===== src/hdl/clt_pkg.sv =====
package clt_pkg;

    localparam logic [7:0] QUOTE_CH    = 8'h22;
    localparam logic [7:0] BSLASH_CH   = 8'h5C;
    localparam logic [7:0] DELIM_RESET = 8'd32;

    // token index saturates at 127, slash run at 256
    localparam logic [6:0] TOK_CAP   = 7'd127;
    localparam logic [8:0] SLASH_CAP = 9'd256;

    localparam logic REC_CHAR    = 1'b0;
    localparam logic REC_SUMMARY = 1'b1;

    localparam int MAX_RECS = 3;

    typedef struct packed {
        logic       quote_mode;
        logic [8:0] pending_slashes;
        logic [6:0] current_token;
        logic       line_start;
        logic       in_delim_run;
        logic       overflow_seen;
    } line_state_t;

    localparam line_state_t LINE_RESET = '{
        quote_mode:      1'b0,
        pending_slashes: 9'd0,
        current_token:   7'd0,
        line_start:      1'b1,
        in_delim_run:    1'b0,
        overflow_seen:   1'b0
    };

    typedef struct packed {
        logic       kind;
        logic [7:0] data;
        logic [8:0] len;
    } rec_t;

    // records caused by one item; tok/ovf are shared by all of them
    typedef struct packed {
        logic [1:0] count;
        rec_t [MAX_RECS-1:0] recs;
        logic [6:0] tok;
        logic       ovf;
    } rec_set_t;

endpackage


===== src/hdl/command_line_tokenizer_unit.sv =====
// Byte-serial command line splitter.
// Input channel s_: one byte of the line per item, s_tlast marks the final byte.
// Output channel m_: records; m_tuser 0 is a character run (out_byte repeated
// run_length times into token tok_index), 1 is the end-of-line summary giving the
// final token index. m_tlast flags the last record caused by one input byte.
// cfg_we/cfg_wdata set the delimiter byte (reset 32, space); the user is to
// write it only between lines, the block does not enforce this. Throughput: one
// byte per cycle while m_tready is high and each byte yields at most one record;
// a byte with more (at most 3: backslash runs ended by a quote or another byte,
// plus the summary) holds the record buffer until its last record is taken. Bytes
// that yield no record (delimiters, quotes, backslashes) do not wait for it.
// The line state updates in one pass when a byte leaves the input register.
// Reset (aresetn low, synchronous) empties both registers and returns the line
// state and delimiter to their reset values. When m_tready is low the record
// buffer holds, the input register fills and s_tready drops; nothing is lost.
module command_line_tokenizer_unit (
    input  logic        aclk,
    input  logic        aresetn,
    input  logic        cfg_we,
    input  logic [7:0]  cfg_wdata,
    input  logic        s_tvalid,
    output logic        s_tready,
    input  logic [7:0]  s_tdata,    // in_byte[7:0]
    input  logic        s_tlast,    // in_end
    output logic        m_tvalid,
    input  logic        m_tready,
    output logic [31:0] m_tdata,    // out_byte[7:0], run_length[16:8],
                                    // tok_index[23:17], overflow[24], zero fill
    output logic        m_tuser,    // rec_kind
    output logic        m_tlast     // out_last
);

    logic                 a_valid_reg;
    logic [7:0]           a_byte_reg;
    logic                 a_end_reg;
    logic [7:0]           delim_reg;
    clt_pkg::line_state_t st_reg, st_next;
    clt_pkg::rec_set_t    rset;
    logic                 buf_free;
    logic                 a_adv;
    logic                 load;

    clt_step u_step (
        .st      (st_reg),
        .delim   (delim_reg),
        .in_byte (a_byte_reg),
        .in_end  (a_end_reg),
        .st_next (st_next),
        .rset    (rset)
    );

    clt_rec_buf u_buf (
        .aclk     (aclk),
        .aresetn  (aresetn),
        .load     (load),
        .load_set (rset),
        .free     (buf_free),
        .m_tvalid (m_tvalid),
        .m_tready (m_tready),
        .m_tdata  (m_tdata),
        .m_tuser  (m_tuser),
        .m_tlast  (m_tlast)
    );

    assign a_adv    = a_valid_reg && ((rset.count == 2'd0) || buf_free);
    assign load     = a_adv && (rset.count != 2'd0);
    assign s_tready = !a_valid_reg || a_adv;

    always_ff @(posedge aclk) begin
        if (!aresetn) begin
            a_valid_reg <= 1'b0;
            st_reg      <= clt_pkg::LINE_RESET;
            delim_reg   <= clt_pkg::DELIM_RESET;
        end else begin
            if (s_tready) begin
                a_valid_reg <= s_tvalid;
            end
            if (a_adv) begin
                st_reg <= st_next;
            end
            if (cfg_we) begin
                delim_reg <= cfg_wdata;
            end
        end
    end

    always_ff @(posedge aclk) begin
        if (s_tvalid && s_tready) begin
            a_byte_reg <= s_tdata;
            a_end_reg  <= s_tlast;
        end
    end

    // a summary always closes the records of its byte
    a_summary_last: assert property (@(posedge aclk) disable iff (!aresetn)
        (m_tvalid && (m_tuser == clt_pkg::REC_SUMMARY)) |-> m_tlast)
        else $error("summary record without tlast");

    a_summary_empty: assert property (@(posedge aclk) disable iff (!aresetn)
        (m_tvalid && (m_tuser == clt_pkg::REC_SUMMARY)) |-> (m_tdata[16:0] == 17'd0))
        else $error("summary record carries character data");

    a_char_nonzero: assert property (@(posedge aclk) disable iff (!aresetn)
        (m_tvalid && (m_tuser == clt_pkg::REC_CHAR)) |-> (m_tdata[16:8] != 9'd0))
        else $error("zero-length character run");

    // line start only after reset or a summary, so the rest of the state is clear
    a_line_start_clear: assert property (@(posedge aclk) disable iff (!aresetn)
        st_reg.line_start |-> ((st_reg.pending_slashes == 9'd0) && !st_reg.quote_mode
                               && (st_reg.current_token == 7'd0) && !st_reg.overflow_seen))
        else $error("line start with stale line state");

endmodule


===== src/hdl/clt_step.sv =====
module clt_step (
    input  clt_pkg::line_state_t st,
    input  logic [7:0]           delim,
    input  logic [7:0]           in_byte,
    input  logic                 in_end,
    output clt_pkg::line_state_t st_next,
    output clt_pkg::rec_set_t    rset
);

    always_comb begin
        clt_pkg::line_state_t ns;
        clt_pkg::rec_set_t    rs;
        logic [1:0]           n;
        logic [8:0]           half;

        ns   = st;
        rs   = '0;
        n    = 2'd0;
        half = st.pending_slashes >> 1;

        if (st.pending_slashes != 9'd0) begin
            if (in_byte == clt_pkg::BSLASH_CH) begin
                if (st.pending_slashes < clt_pkg::SLASH_CAP) begin
                    ns.pending_slashes = st.pending_slashes + 9'd1;
                end
            end else if (in_byte == clt_pkg::QUOTE_CH) begin
                if (half != 9'd0) begin
                    rs.recs[n] = '{kind: clt_pkg::REC_CHAR, data: clt_pkg::BSLASH_CH,
                                   len: half};
                    n = n + 2'd1;
                end
                if (st.pending_slashes[0]) begin
                    rs.recs[n] = '{kind: clt_pkg::REC_CHAR, data: clt_pkg::QUOTE_CH,
                                   len: 9'd1};
                    n = n + 2'd1;
                end else begin
                    ns.quote_mode = ~st.quote_mode;
                end
                ns.pending_slashes = 9'd0;
            end else begin
                rs.recs[n] = '{kind: clt_pkg::REC_CHAR, data: clt_pkg::BSLASH_CH,
                               len: st.pending_slashes};
                n = n + 2'd1;
                rs.recs[n] = '{kind: clt_pkg::REC_CHAR, data: in_byte, len: 9'd1};
                n = n + 2'd1;
                ns.pending_slashes = 9'd0;
            end
            ns.in_delim_run = 1'b0;
        end else if (in_byte == delim) begin
            if (st.quote_mode) begin
                rs.recs[n] = '{kind: clt_pkg::REC_CHAR, data: in_byte, len: 9'd1};
                n = n + 2'd1;
                ns.in_delim_run = 1'b0;
            end else if (!st.in_delim_run) begin
                ns.in_delim_run = 1'b1;
                if (!st.line_start) begin
                    if (st.current_token < clt_pkg::TOK_CAP) begin
                        ns.current_token = st.current_token + 7'd1;
                    end else begin
                        ns.overflow_seen = 1'b1;
                    end
                end
            end
        end else if (in_byte == clt_pkg::QUOTE_CH) begin
            ns.quote_mode   = ~st.quote_mode;
            ns.in_delim_run = 1'b0;
        end else if (in_byte == clt_pkg::BSLASH_CH) begin
            ns.pending_slashes = 9'd1;
            ns.in_delim_run    = 1'b0;
        end else begin
            rs.recs[n] = '{kind: clt_pkg::REC_CHAR, data: in_byte, len: 9'd1};
            n = n + 2'd1;
            ns.in_delim_run = 1'b0;
        end
        ns.line_start = 1'b0;

        // character records never coincide with a token advance, so the updated index fits all
        rs.tok = ns.current_token;
        rs.ovf = ns.overflow_seen;

        if (in_end) begin
            if (ns.pending_slashes != 9'd0) begin
                rs.recs[n] = '{kind: clt_pkg::REC_CHAR, data: clt_pkg::BSLASH_CH,
                               len: ns.pending_slashes};
                n = n + 2'd1;
            end
            rs.recs[n] = '{kind: clt_pkg::REC_SUMMARY, data: 8'd0, len: 9'd0};
            n = n + 2'd1;
            ns = clt_pkg::LINE_RESET;
        end

        rs.count = n;
        st_next  = ns;
        rset     = rs;
    end

endmodule


===== src/hdl/clt_rec_buf.sv =====
module clt_rec_buf (
    input  logic               aclk,
    input  logic               aresetn,
    input  logic               load,
    input  clt_pkg::rec_set_t  load_set,
    output logic               free,
    output logic               m_tvalid,
    input  logic               m_tready,
    output logic [31:0]        m_tdata,   // out_byte[7:0], run_length[16:8],
                                          // tok_index[23:17], overflow[24], zero fill
    output logic               m_tuser,   // rec_kind
    output logic               m_tlast    // out_last
);

    logic [1:0]                            cnt_reg, cnt_next;
    logic [1:0]                            idx_reg, idx_next;
    clt_pkg::rec_t [clt_pkg::MAX_RECS-1:0] recs_reg;
    logic [6:0]                            tok_reg;
    logic                                  ovf_reg;
    clt_pkg::rec_t                         cur;
    logic                                  last;
    logic                                  take;

    assign cur      = recs_reg[idx_reg];
    assign last     = (idx_reg == (cnt_reg - 2'd1));
    assign m_tvalid = (cnt_reg != 2'd0);
    assign take     = m_tvalid && m_tready;
    assign free     = !m_tvalid || (m_tready && last);

    assign m_tdata = {7'd0, ovf_reg, tok_reg, cur.len, cur.data};
    assign m_tuser = cur.kind;
    assign m_tlast = last;

    always_comb begin
        cnt_next = cnt_reg;
        idx_next = idx_reg;
        if (take) begin
            if (last) begin
                cnt_next = 2'd0;
                idx_next = 2'd0;
            end else begin
                idx_next = idx_reg + 2'd1;
            end
        end
        if (load) begin
            cnt_next = load_set.count;
            idx_next = 2'd0;
        end
    end

    always_ff @(posedge aclk) begin
        if (!aresetn) begin
            cnt_reg <= 2'd0;
            idx_reg <= 2'd0;
        end else begin
            cnt_reg <= cnt_next;
            idx_reg <= idx_next;
        end
    end

    always_ff @(posedge aclk) begin
        if (load) begin
            recs_reg <= load_set.recs;
            tok_reg  <= load_set.tok;
            ovf_reg  <= load_set.ovf;
        end
    end

endmodule


===== config.mk =====
export PLATFORM = sky130hd
export DESIGN_NAME = command_line_tokenizer_unit
export DESIGN_NICKNAME = d
export VERILOG_FILES = /design/src/hdl/clt_pkg.sv /design/src/hdl/command_line_tokenizer_unit.sv /design/src/hdl/clt_step.sv /design/src/hdl/clt_rec_buf.sv
export SDC_FILE = /design/constraint.sdc
export NUM_CORES = 1
export LEC_CHECK = 0
export BUFFER_PORTS_ARGS = -buffer_cell sky130_fd_sc_hd__buf_4
export CAP_MARGIN = 30
export CELL_PAD_IN_SITES_DETAIL_PLACEMENT = 1
export CELL_PAD_IN_SITES_GLOBAL_PLACEMENT = 1
export CORE_MARGIN = 2
export CORE_UTILIZATION = 45
export CTS_CLUSTER_DIAMETER = 40
export DETAILED_ROUTE_END_ITERATION = 8
export PLACE_DENSITY_LB_ADDON = 0.25
export SLEW_MARGIN = 30
export SYNTH_ARGS = -nofsm -noshare
export SYNTH_HDL_FRONTEND = slang
export SYNTH_SLANG_ARGS = --single-unit

===== constraint.sdc =====
create_clock -name aclk -period 6.5 [get_ports aclk]
set_input_delay 0 -clock aclk [delete_from_list [all_inputs] [get_ports aclk]]
set_output_delay 0 -clock aclk [all_outputs]
set_load 0.02 [all_outputs]

# Word level (Yosys, flattened, before mapping)
# Index checks and enable logic that the tools add are counted.
op_classes:
  add_sub_neg: 7
  n_lt_le_gt_ge: 9
  n_eq_ne: 7
  mux: 71
  bitwise: 8
  reduce_logical: 25
op_table:
  columns: ["cell", "count"]
  rows:
  - ["54-bit two-way mux", 5]
  - ["18-bit two-way mux", 11]
  - ["18-bit demux with 2-bit select", 3]
  - ["36-bit two-way mux", 2]
  - ["54-bit bitwise mux", 1]
  - ["51-bit bitwise AND", 1]
  - ["51-bit NOT", 1]
  - ["15-bit by 45-bit bitwise AND with 45-bit output", 1]
  - ["45-bit NOT", 1]
  - ["7-bit two-way mux", 6]
  - ["18-bit binary-select mux with 2-bit select", 1]
  - ["9-bit two-way mux", 4]
  - ["17-bit two-way mux", 2]
  - ["2-bit two-way mux", 16]
  - ["9-bit nonzero test", 3]
  - ["10-bit two-way mux", 2]
  - ["20-bit two-way mux", 1]
  - ["1-bit two-way mux", 16]
  - ["16-bit two-way mux", 1]
  - ["2-bit by 3-bit less-than comparator with 1-bit output (second input constant)", 4]
  - ["2-bit nonzero test", 5]
  - ["9-bit by 1-bit adder with 9-bit output (second input constant)", 1]
  - ["9-bit less-than comparator (second input constant)", 1]
  - ["3-bit by 9-bit OR with 9-bit output", 1]
  - ["other kinds (20)", 37]
word_totals:
  register_bits: 104
  in_bits: 22
  out_inout_bits: 36
  elab_cells: 150

# Depth between registers and ports, before layout
# Gate-level depths: netlist (run 1).
depth:
  word_depth: 21
  ltp_mapped: 16
  ltp_nobuf: 14

# By module
# From an unflattened synthesis (run 1), not the netlist that was laid out.
unflattened:
  hier_cells: 563
  area_unflattened_um2: 5788.1
by_module_without_submodules:
  columns: ["module", "instances", "cells_per_inst", "area_each_um2"]
  rows:
  - ["clt_rec_buf", 1, 162, 2586.2]
  - ["clt_step", 1, 272, 1746.7]
  - ["command_line_tokenizer_unit", 1, 129, 1455.1]

# Worst setup path before layout (run 1)
# No wires, ideal clock.
synth_path:
  path_type: "register -> register"
  startpoint: "reg st_reg[13] (netlist name)"
  endpoint: "reg u_buf.ovf_reg (enable)"
  arrival_time_ns: 4.023
  path_slack_ns: 2.059
  path_stages_with_launch: 13
  n_path_buf: 1
  period_less_slack_ns: 4.441
  path_cell_list: "dfxtp_1 buf_4 nor4_4 and3_1 inv_1 ha_1 nor4b_2 nor3_4 ha_1 a21oi_1 ha_1 a31oi_1 and2_1"
synth_via:
  elab_chain_cells: 19
  elab_cells_between_ends: 30
synth_rtl:
  columns: ["item", "line", "text"]
  rows:
  - ["start: declaration", "command_line_tokenizer_unit.sv:37", "clt_pkg::line_state_t st_reg, st_next;"]
  - ["start signal: assignment", "command_line_tokenizer_unit.sv:72", "st_reg <= clt_pkg::LINE_RESET;"]
  - ["start signal: assignment", "command_line_tokenizer_unit.sv:79", "st_reg <= st_next;"]
  - ["9-bit nonzero test", "clt_step.sv:27", "if (half != 9'd0) begin"]
  - ["1-bit two-way mux", "clt_step.sv:27", null]
  - ["2-bit two-way mux", "clt_step.sv:26", "end else if (in_byte == clt_pkg::QUOTE_CH) begin"]
  - ["2-bit two-way mux", "clt_step.sv:22", "if (in_byte == clt_pkg::BSLASH_CH) begin"]
  - ["2-bit two-way mux", "clt_step.sv:21", "if (st.pending_slashes != 9'd0) begin"]
  - ["2-bit by 1-bit adder with 2-bit output", "clt_step.sv:35", "n = n + 2'd1;"]
  - ["2-bit two-way mux", "clt_step.sv:32", "if (st.pending_slashes[0]) begin"]
  - ["2-bit two-way mux", "clt_step.sv:26", null]
  - ["(+4 left out)", null, null]
  - ["2-bit two-way mux", "clt_step.sv:81", "if (in_end) begin"]
  - ["2-bit by 1-bit adder with 2-bit output", "clt_step.sv:88", "n = n + 2'd1;"]
  - ["2-bit two-way mux (*)", "clt_step.sv:81", null]
  - ["2-bit logical NOT", "command_line_tokenizer_unit.sv:65", "assign a_adv = a_valid_reg && ((rset.count == 2'd0) || buf_free);"]
  - ["1-bit logical OR", "command_line_tokenizer_unit.sv:65", null]
  - ["1-bit logical AND", "command_line_tokenizer_unit.sv:65", null]
  - ["1-bit logical AND (*)", "command_line_tokenizer_unit.sv:66", "assign load = a_adv && (rset.count != 2'd0);"]
  - ["via load", "command_line_tokenizer_unit.sv:41", "logic load;"]
  - ["end signal: assignment", "clt_rec_buf.sv:65", "ovf_reg <= load_set.ovf;"]
  - ["end: declaration", "clt_rec_buf.sv:19", "logic ovf_reg;"]
# Mark *: on every way through the listed nets, which the timed path passes. The rest lies on a longest branch. The select of a mux whose other input is x is not followed.
# A chain may end at the register's enable or synchronous reset.

# Worst setup path in the final report (run 1)
layout_path:
  startpoint: "reg a_byte_reg[4]"
  endpoint: "reg st_reg[0] (netlist name)"
layout_via:
  elab_chain_cells: 13
  elab_cells_between_ends: 26
layout_rtl:
  columns: ["item", "line", "text"]
  rows:
  - ["start: declaration", "command_line_tokenizer_unit.sv:34", "logic [7:0] a_byte_reg;"]
  - ["start signal: assignment", "command_line_tokenizer_unit.sv:89", "a_byte_reg <= s_tdata;"]
  - ["8-bit by 7-bit equality test with 1-bit output", "clt_step.sv:22, clt_step.sv:67", null]
  - ["1-bit two-way mux / 9-bit two-way mux (equally long branches)", "clt_step.sv:67", "end else if (in_byte == clt_pkg::BSLASH_CH) begin"]
  - ["2-bit two-way mux / 9-bit two-way mux (equally long branches)", "clt_step.sv:64", "end else if (in_byte == clt_pkg::QUOTE_CH) begin"]
  - ["2-bit two-way mux / 10-bit two-way mux (equally long branches)", "clt_step.sv:49", "end else if (in_byte == delim) begin"]
  - ["2-bit two-way mux / 10-bit two-way mux (equally long branches)", "clt_step.sv:21", null]
  - ["2-bit by 1-bit adder with 2-bit output / 9-bit nonzero test (equally long branches)", "clt_step.sv:85, clt_step.sv:82", null]
  - ["2-bit two-way mux", "clt_step.sv:82", "if (ns.pending_slashes != 9'd0) begin"]
  - ["2-bit two-way mux", "clt_step.sv:81", null]
  - ["2-bit by 1-bit adder with 2-bit output", "clt_step.sv:88", null]
  - ["2-bit two-way mux", "clt_step.sv:81", null]
  - ["2-bit logical NOT", "command_line_tokenizer_unit.sv:65", null]
  - ["1-bit logical OR", "command_line_tokenizer_unit.sv:65", null]
  - ["1-bit logical AND", "command_line_tokenizer_unit.sv:65", null]
# Parallel ways exist; a longest one is shown, timed or not. The select of a mux whose other input is x is not followed.

==> flow_summary.ini, run 1 <==
[synthesis]
syn_area_um2 = 5540
ys_warn_count = 0
ys_types = 81
synth_edf_count = 64
synth_most_common_cell = edfxtp_1
synth_cells = 533
synth_area_leaders = edfxtp_1 (35%), dfxtp_1 (12%), mux2i_1 (6.1%)
yosys.area.top_type = edfxtp_1
async_flop_share = 0
synth-seq-area-share = 0.466
synth_seq_cells = 97
avgSynthCellArea_um2 = 10.4
yosysTopAreaCellShare = 0.347
yosys_most_used_dff = edfxtp_1
synth_common_cells = edfxtp_1 (64), nand2_1 (55), nor2_1 (42)

[drt]
via_count = 4202
drtIter0Drc = 222
viasPerCell = 5.70
drc = 0
topRoutingLayerUsed = met4
drtPass1Iterations = 4
met2WireLength_um = 7030
drt-met1-wl_um = 6170
finalWirelength_um = 13900
wl_per_cell_um = 18.8
wl_met3_um = 478
ant_nets = 0

[cells_and_area]
drive_gt1_frac = 0.178
antennaDiodeCount = 0
finalNetCount = 619
utilization = 0.529
design_area_um2 = 6360
area_growth_pct = 14.7
largest_reg_flops = 47
n_fill_cell = 1346

[placed_design]
io_buffers = 50
place_ws_ns = 1.62
placed_cell_area_um2 = 5880
gp_congestion = 0.836
hpwl_um = 10100

[clocking]
cts.sinks = 97
cts_max_path_buffers = 2
numCtsBuffers = 9
cts_setup_buffers = 0
clk_latency_ns = 0.35
h-tree-depth = 3
cts_root_buf = clkbuf_16
cts_tree = yes
clk_transition_reported_paths_ns = 0.06

[setup_path]
r2r_start = a_byte_reg[4]
ff2ff_path_depth = 12
reg2reg_slack_ns = 1.96
path_cells = nor4b_1 > and4b_1 > a2111oi_2 > nor3_4 > ha_1 > a21oi_1 > ha_1 > nand3_1 > nor2_1 > mux2i_4 > a211oi_1 > o221a_2
timing.rr.end = st_reg[0]
cp-start-kind = flip-flop
cp-end-kind = flip-flop
startpoint = a_byte_reg[4]
critPathKind = reg -> reg
slowest_delay_ns = 0.66
required_ns = 6.74
cp_slowest_cell = and4b_1
worstPathArrival_ns = 4.78
critPathMaxFanout = 18
worst_path_most_repeated_cell = ha_1

[timing]
clock_skew_ns = 0.00721
period_share = 0.698
timing.fmax_mhz = 220
slew_violations = 0
hold_viol = 0
maxSlewHeadroom = 0.474
fin_crit_ns = 4.54
finalSetupViolCount = 0
tightest_slew_ns = 0.788
tns_ns = 0
setup_slack_ns = 1.96
rsz0062_at_grt = false

[grt]
antenna_found_initial = 0
grt_max_degree = 45
grt_pass1_wl_um = 22500
globalRouteOverflowTotal = 0
grt_pass1_vias = 4364
track_usage = 0.221

[die]
fp.dieW_um = 115
rows = 40
coreArea_um2 = 12000
io_pins = 58
dieArea_um2 = 13200
start_util = 0.461
die_h_um = 115

[job]
maxCapViolCount = 0

[outcome]
status = finished, final reports clean

[hold_path]
worstHoldEndpoint = delim_reg[5]
whs_path_depth = 2
min-delay-start = aresetn
hold_class = in -> reg

[pwr]
p_leak_nw = 2.32
p_per_area_nw_per_um2 = 217
finalPower_w = 0.00138
peakVddDrop_uv = 126
-- worst max path at each step --
stage,to,cells after the start
2_1_floorplan,u_buf.ovf_reg,12
3_3_place_gp,u_buf.recs_reg[16],10
3_5_place_dp,u_buf.recs_reg[34],10
4_1_cts,u_buf.recs_reg[32],10
5_1_grt,u_buf.recs_reg[9],10
6_report,st_reg[0],12
-- critical path, delay by kind of cell (launching register included) --
kind / cells / cell delay [ns]
flops: 1 / 0.48
fa+ha+maj: 2 / 0.63
simple gates: 5 / 1.86
mux: 1 / 0.60
compound gates: 4 / 0.84
-- report_power, final --
part / total [W] / switching [W] / internal [W] / leakage, nW
combinational: 0.000151 / 0.0000884 / 0.0000625 / 1.32
clock: 0.000523 / 0.000223 / 0.000300 / 0.141
sequential: 0.000704 / 0.0000153 / 0.000688 / 0.859
-- timing repair --
action | in CTS | in global routing
hold endpoints to repair | 18 | 0
gates resized for setup | 0 | 0
endpoints found under the setup margin | 0 | 0
hold buffers | 19 | 0
-- cells by family after synthesis --
family,after synthesis,share of synthesized area
multiplexers,37,0.0695
AO/OA/AOI/OAI,102,0.126
AND/OR/NAND/NOR,209,0.215
adder cells (fa/ha/maj),12,0.0271
XOR/XNOR,20,0.0330
buffers and inverters,55,0.0621
flip-flops,97,0.466
other,1,0.000677
-- cells in the final DEF (no fill, tap or decap), types with 4 or more instances in the layout --
master and n:
a21boi_1 8, a21oi_1 18, a22oi_1 4, a31oi_1 6
and2_1 11, and3_1 8, buf_4 55, clkbuf_16 9
conb_1 7, dfxtp_1 33, dlygate4sd3_1 19, edfxtp_1 64
ha_1 12, inv_1 13, mux2i_1 34, nand2_1 55
nand3_1 20, nand3b_1 4, nand4_1 6, nor2_1 42
nor2b_1 13, nor3_1 6, o21ai_0 27, o22ai_1 9
or3_1 7, xnor2_1 10, xor2_1 9
-- metal layers --
layer / global-route usage / vias up
met5: 0 / -
met4: 0.0787 / 0
met3: 0.0427 / 16
met2: 0.378 / 71
met1: 0.281 / 2080
li1: - / 2035
-- metrics by stage --
| step | hold slack, ns | instances |
|---|---|---|
| 6_report | 0.0347 | 737 |
| 5_1_grt | 0.0490 | 737 |
| 4_1_cts | 0.0231 | 737 |
| 3_5_place_dp | 0.181 | 702 |
| 3_3_place_gp | 0.179 | 702 |
| 2_1_floorplan | 0.0989 | 539 |
-- layout make-up --
class / instances / area, um^2 / share of cell area
Multi-Input combinational cell: 387 / 2640 / 0.415
Clock buffer: 12 / 236 / 0.0372
Inverter: 16 / 60.1 / 0.00945
Tap cell: 147 / 184 / 0.0289
Sequential cell: 97 / 2580 / 0.406
Clock inverter: 4 / 52.6 / 0.00826
Timing Repair Buffer: 74 / 603 / 0.0948
Note: power is estimated with default switching activity, not from simulation.
==> inputs of run 2 (changes only) <==
CORE_UTILIZATION = 42   (was 45)
clock period = 3.8 ns   (was 6.5 ns; I/O delays follow)
==> run 2 against run 1 <==
Sequential share of layout area shrank 1.8 points. Worst hold slack improved by 0.0035 ns. Routed wire length increased by 5.3%. Clock power is 110% higher. Non-clock buffer count up 22. Largest cell class unchanged. Critical path depth is 2 lower. Critical path type unchanged. Total power increased by 88%. Setup slack got worse by 1.8 ns. Via count is 2.0% higher. Register-to-register slack worse by 1.8 ns.
==> flow_summary.ini, run 2 (synthesis results as in run 1) <==
[die]
dieArea_um2 = 14100
die_h_um = 119
fp.dieW_um = 119
coreArea_um2 = 12800
rows = 41
io_pins = 58
start_util = 0.434

[pwr]
power_switching_w = 0.000591
combPwrFrac = 0.106
switching_share = 0.228
p_per_area_nw_per_um2 = 389
power_frac_clock = 0.430
pwr-share-seq = 0.464
peakVddDrop_uv = 274
p_leak_nw = 2.47
intPower_w = 0.00200

[job]
maxCapViolCount = 0

[timing]
maxSlewHeadroom = 0.441
finalSetupViolCount = 0
fin_crit_ns = 3.60
hold-worst-slack_ns = 0.0382
hold_viol = 0
rsz0062_at_grt = false
slew_violations = 0
tns_ns = 0
tightest_slew_ns = 0.837
period_share = 0.947
clock_skew_ns = 0.00700
timing.fmax_mhz = 278
setup_slack_ns = 0.202

[cells_and_area]
finalNetCount = 641
drive_gt1_frac = 0.219
final_cell_mix = buf_4 (76), edfxtp_1 (64), nand2_1 (55), nor2_1 (41), mux2i_1 (34)
antennaDiodeCount = 0
largest_reg_flops = 47
final_common_cell = buf_4
area_growth_pct = 20.3

[clocking]
cts_root_buf = clkbuf_16
h-tree-depth = 3
clk_transition_reported_paths_ns = 0.07
cts.sinks = 97
numCtsBuffers = 9
clk_latency_ns = 0.36
cts_tree = yes
cts_max_path_buffers = 2

[setup_path]
cp-end-kind = flip-flop
cp-start-kind = flip-flop
path_cells = or4b_4 > a211o_1 > a31oi_4 > nand3_4 > xnor2_2 > inv_2 > ha_1 > a21o_1 > a211o_1 > o22ai_1
critPathKind = reg -> reg
required_ns = 3.99
worst_path_most_repeated_cell = a211o_1
critPathMaxFanout = 9
slowest_delay_ns = 0.62
worstPathArrival_ns = 3.79
path_delay_family = compound AO/OA/AOI/OAI gates
cp_num_buf_inv = 1
cp_slowest_cell = or4b_4

[grt]
antenna_found_initial = 0
track_usage = 0.217
grt_pass1_wl_um = 24000
grt_max_degree = 48
grt_pass1_vias = 4541
globalRouteOverflowTotal = 0

[hold_path]
hold_class = in -> reg

[drt]
via_count = 4287
finalWirelength_um = 14600
wl_per_cell_um = 18.7
drtIter0Drc = 225
ant_nets = 0
drc = 0
viasPerCell = 5.47
drtPass1Iterations = 4

[placed_design]
place_ws_ns = 0.116
hpwl_um = 10300
io_buffers = 50
gp_congestion = 0.867

[outcome]
status = finished, final reports clean
==> run 2: path summary, 6_finish.rpt <==
kind | from | to | slack, ns | cells past startpoint
worst min register to register | st_reg[9] | st_reg[9] | 0.51 | 2
worst max register to register | a_byte_reg[7] | u_buf.recs_reg[14] | 0.20 | 10
worst max-delay path | a_byte_reg[7] | u_buf.recs_reg[14] | 0.20 | 10
worst min-delay path | cfg_we | delim_reg[0] | 0.04 | 3
==> run 2: power by group through the flow <==
stage	Clock [W]	Combinational, W	Sequential (W)
global route	0.00117	0.000297	0.00121
CTS	0.00114	0.000275	0.00120
global placement	0	0.000249	0.00122
finish	0.00112	0.000274	0.00120
detailed placement	0	0.000257	0.00123
floorplan	0	0.000165	0.00122
==> run 2: repair_timing <==
item,4_1_cts,5_1_grt
resized for setup,0,6
hold buffers,19,0
setup buffers,0,1
setup endpoints to repair,0,87
hold endpoints to repair,18,0
==> run 2: area by class of cell <==
type,count,area (um^2)
fillers,1400,6110
multi-input cells,387,2660
flip-flops and latches,97,2580
repair buffers,96,781
clock buffers,9,225
well taps,172,215
clock inverters,7,143
inverters,16,60.1
==> run 2: layer usage <==
metal,share of wire,vias up,GRT usage
met5,0,-,0
met4,0.024,0,0.0982
met3,0.041,25,0.0345
met2,0.50,92,0.370
met1,0.44,2098,0.269
li1,-,2072,-
==> run 2: worst min-delay path: stages <==
cell	delay (ns)
buf_4	0.17
mux2i_1	0.09
nor2b_1	0.09
==> run 2: metrics by stage <==
| stage | power [W] | std cells | area [um^2] | utilization |
|---|---|---|---|---|
| 3_5_place_dp | 0.00148 | 748 | 6080 | 0.476 |
| 6_report | 0.00259 | 784 | 6670 | 0.522 |
| 4_1_cts | 0.00262 | 783 | 6640 | 0.520 |
| 2_1_floorplan | 0.00139 | 539 | 5570 | - |
| 3_3_place_gp | 0.00147 | 748 | 6080 | 0.476 |
| 5_1_grt | 0.00268 | 784 | 6670 | 0.522 |
==> inputs of run 3 (changes only) <==
ABC_AREA = 1   (was default)
CORE_UTILIZATION = 40   (was 42)
==> run 3 against run 2 <==
Sequential share of layout area up 0.34 points. Die area down 0.69%. Design area down 0.86%. Setup slack better by 0.018 ns.
==> flow_summary.ini, run 3 <==
[outcome]
status = finished, final reports clean

[setup_path]
r2r_start = st_reg[12]
cp_slowest_cell = dfxtp_1
path_delay_family = simple AND/OR/NAND/NOR gates
cp-start-kind = flip-flop
critPathMaxFanout = 12
reg2reg_slack_ns = 0.22
path_cells = nor2_1 > nand2_2 > nor4_4 > inv_1 > ha_1 > nand3_1 > nand2_2 > inv_1 > ha_1 > nand2_1 > nand2_1 > inv_1 > ha_1 > o21ai_1 > inv_1 > nand3_4 > nand3_2 > clkinvlp_4 > buf_12 > buf_6
timing.rr.end = u_buf.recs_reg[15]
path_depth = 20
cp_num_buf_inv = 7
worst_path_most_repeated_cell = inv_1
ff2ff_path_depth = 20
required_ns = 3.87
startpoint = st_reg[12]
cp-end-kind = flip-flop
slowest_delay_ns = 0.37
worstPathArrival_ns = 3.65
critPathKind = reg -> reg

[timing]
fin_crit_ns = 3.58
setup_slack_ns = 0.220
finalSetupViolCount = 0
timing.fmax_mhz = 279
slew_violations = 0
period_share = 0.942
maxSlewHeadroom = 0.525
tightest_slew_ns = 0.709
clock_skew_ns = 0.00854
hold_viol = 0

[drt]
drtIter0Drc = 197
wl_per_cell_um = 17.2
viasPerCell = 5.18
drtPass1Iterations = 4
drc = 0
via_count = 4780
finalWirelength_um = 15800
ant_nets = 0

[die]
io_pins = 58
coreArea_um2 = 12700
start_util = 0.412
dieArea_um2 = 14000
rows = 41
fp.dieW_um = 118
die_h_um = 118

[synthesis]
synth_common_cells = nand2_1 (142), nor2_1 (107), inv_1 (74)
synth-seq-area-share = 0.493
async_flop_share = 0
synth_most_common_cell = nand2_1
synth_cells = 650
yosys_most_used_dff = edfxtp_1
avgSynthCellArea_um2 = 8.06
syn_area_um2 = 5240
synth_seq_cells = 97
synth_area_leaders = edfxtp_1 (37%), dfxtp_1 (13%), nand2_1 (10%)
synth_edf_count = 64
ys_warn_count = 0
ys_types = 38
yosys.area.top_type = edfxtp_1
yosysTopAreaCellShare = 0.367

[hold_path]
hold_class = in -> reg
min-delay-start = m_tready
worstHoldEndpoint = u_buf.idx_reg[1]
whs_path_depth = 6

[cells_and_area]
multi_input_area_um2 = 2260
utilization = 0.519
fin_cells = 922
area_growth_pct = 26.1
drive_gt1_frac = 0.164
final_cell_mix = nand2_1 (139), nor2_1 (105), inv_1 (71), o21ai_0 (69), buf_4 (68)
antennaDiodeCount = 0
finalNetCount = 779
final_common_cell = nand2_1
n_fill_cell = 1573
seq_area_um2 = 2580
design_area_um2 = 6610
largest_reg_flops = 47

[clocking]
numCtsBuffers = 9
clk_transition_reported_paths_ns = 0.07
h-tree-depth = 3
cts_max_path_buffers = 2
cts_tree = yes
cts.sinks = 97
clk_latency_ns = 0.36
cts_root_buf = clkbuf_16

[placed_design]
dp.cells = 867
gp_congestion = 0.916
placed_cell_area_um2 = 5840
hpwl_um = 11100
place_ws_ns = 0.0131
io_buffers = 50

[grt]
antenna_found_initial = 0
grt_pass1_vias = 5069
grt_max_degree = 49
globalRouteOverflowTotal = 0
grt_pass1_wl_um = 25400
track_usage = 0.229

[pwr]
peakVddDrop_uv = 238
p_per_area_nw_per_um2 = 608
p_leak_nw = 2.85

[job]
maxCapViolCount = 0
==> run 3: logic make-up after synthesis <==
| group | share of synthesized area |
|---|---|
| buffers and inverters | 0.0881 |
| other | 0.000716 |
| AOI/OAI and AO/OA | 0.107 |
| adders and majority gates | 0.0287 |
| DFF | 0.493 |
| xor gates and xnor gates | 0.0201 |
| and+or+nand+nor | 0.262 |
==> run 3: worst max path at each step <==
stage	end	slack (ns)
after global placement	u_buf.recs_reg[4]	0.22
after detailed placement	u_buf.recs_reg[22]	0.01
after floorplan	u_buf.ovf_reg	0.02
final	u_buf.recs_reg[15]	0.22
after CTS	u_buf.recs_reg[20]	0.02
after global routing	st_reg[12]	-0.02
==> run 3: layout make-up <==
cell class	count	share of cell area
Sequential cell	97	0.391
Clock buffer	13	0.0411
Inverter	77	0.0449
Timing Repair inverter	1	0.00114
Multi-Input combinational cell	454	0.342
Tap cell	172	0.0326
Timing Repair Buffer	105	0.144
Clock inverter	3	0.00322
==> run 3: routing by layer <==
layer  up-vias  global-route usage  share of wire
met5         -                   0              0
met4         0              0.0975          0.029
met3        38              0.0314          0.031
met2        97               0.404           0.51
met1      2331               0.279           0.43
li1       2314                   -              -
==> run 3: tightest hold or removal path, stage by stage <==
cell and delay, ns:
buf_4 0.11, inv_1 0.06, nor2_1 0.05, nand2_1 0.09
nand2_1 0.06, nor2_1 0.07
==> run 3: what timing repair did <==
item	in CTS	in global routing
setup buffers	3	3
hold endpoints to repair	21	0
pin swaps	1	2
gates resized for setup	0	17
hold buffers	27	0
cloned	0	6
setup endpoints to repair	47	86
==> run 3: report_power, final <==
group	internal, W	total (W)	switching [W]
logic	0.000598	0.00162	0.00103
clock network	0.000503	0.000906	0.000402
registers	0.00138	0.00149	0.000101
==> run 3: through the flow <==
stage	hold WS, ns	power [W]	setup TNS [ns]
6_report	0.119	0.00402	0
5_1_grt	0.178	0.00424	-0.335
4_1_cts	0.0934	0.00389	0
3_5_place_dp	0.180	0.00294	0
3_3_place_gp	0.178	0.00287	0
2_1_floorplan	0.0989	0.00243	0
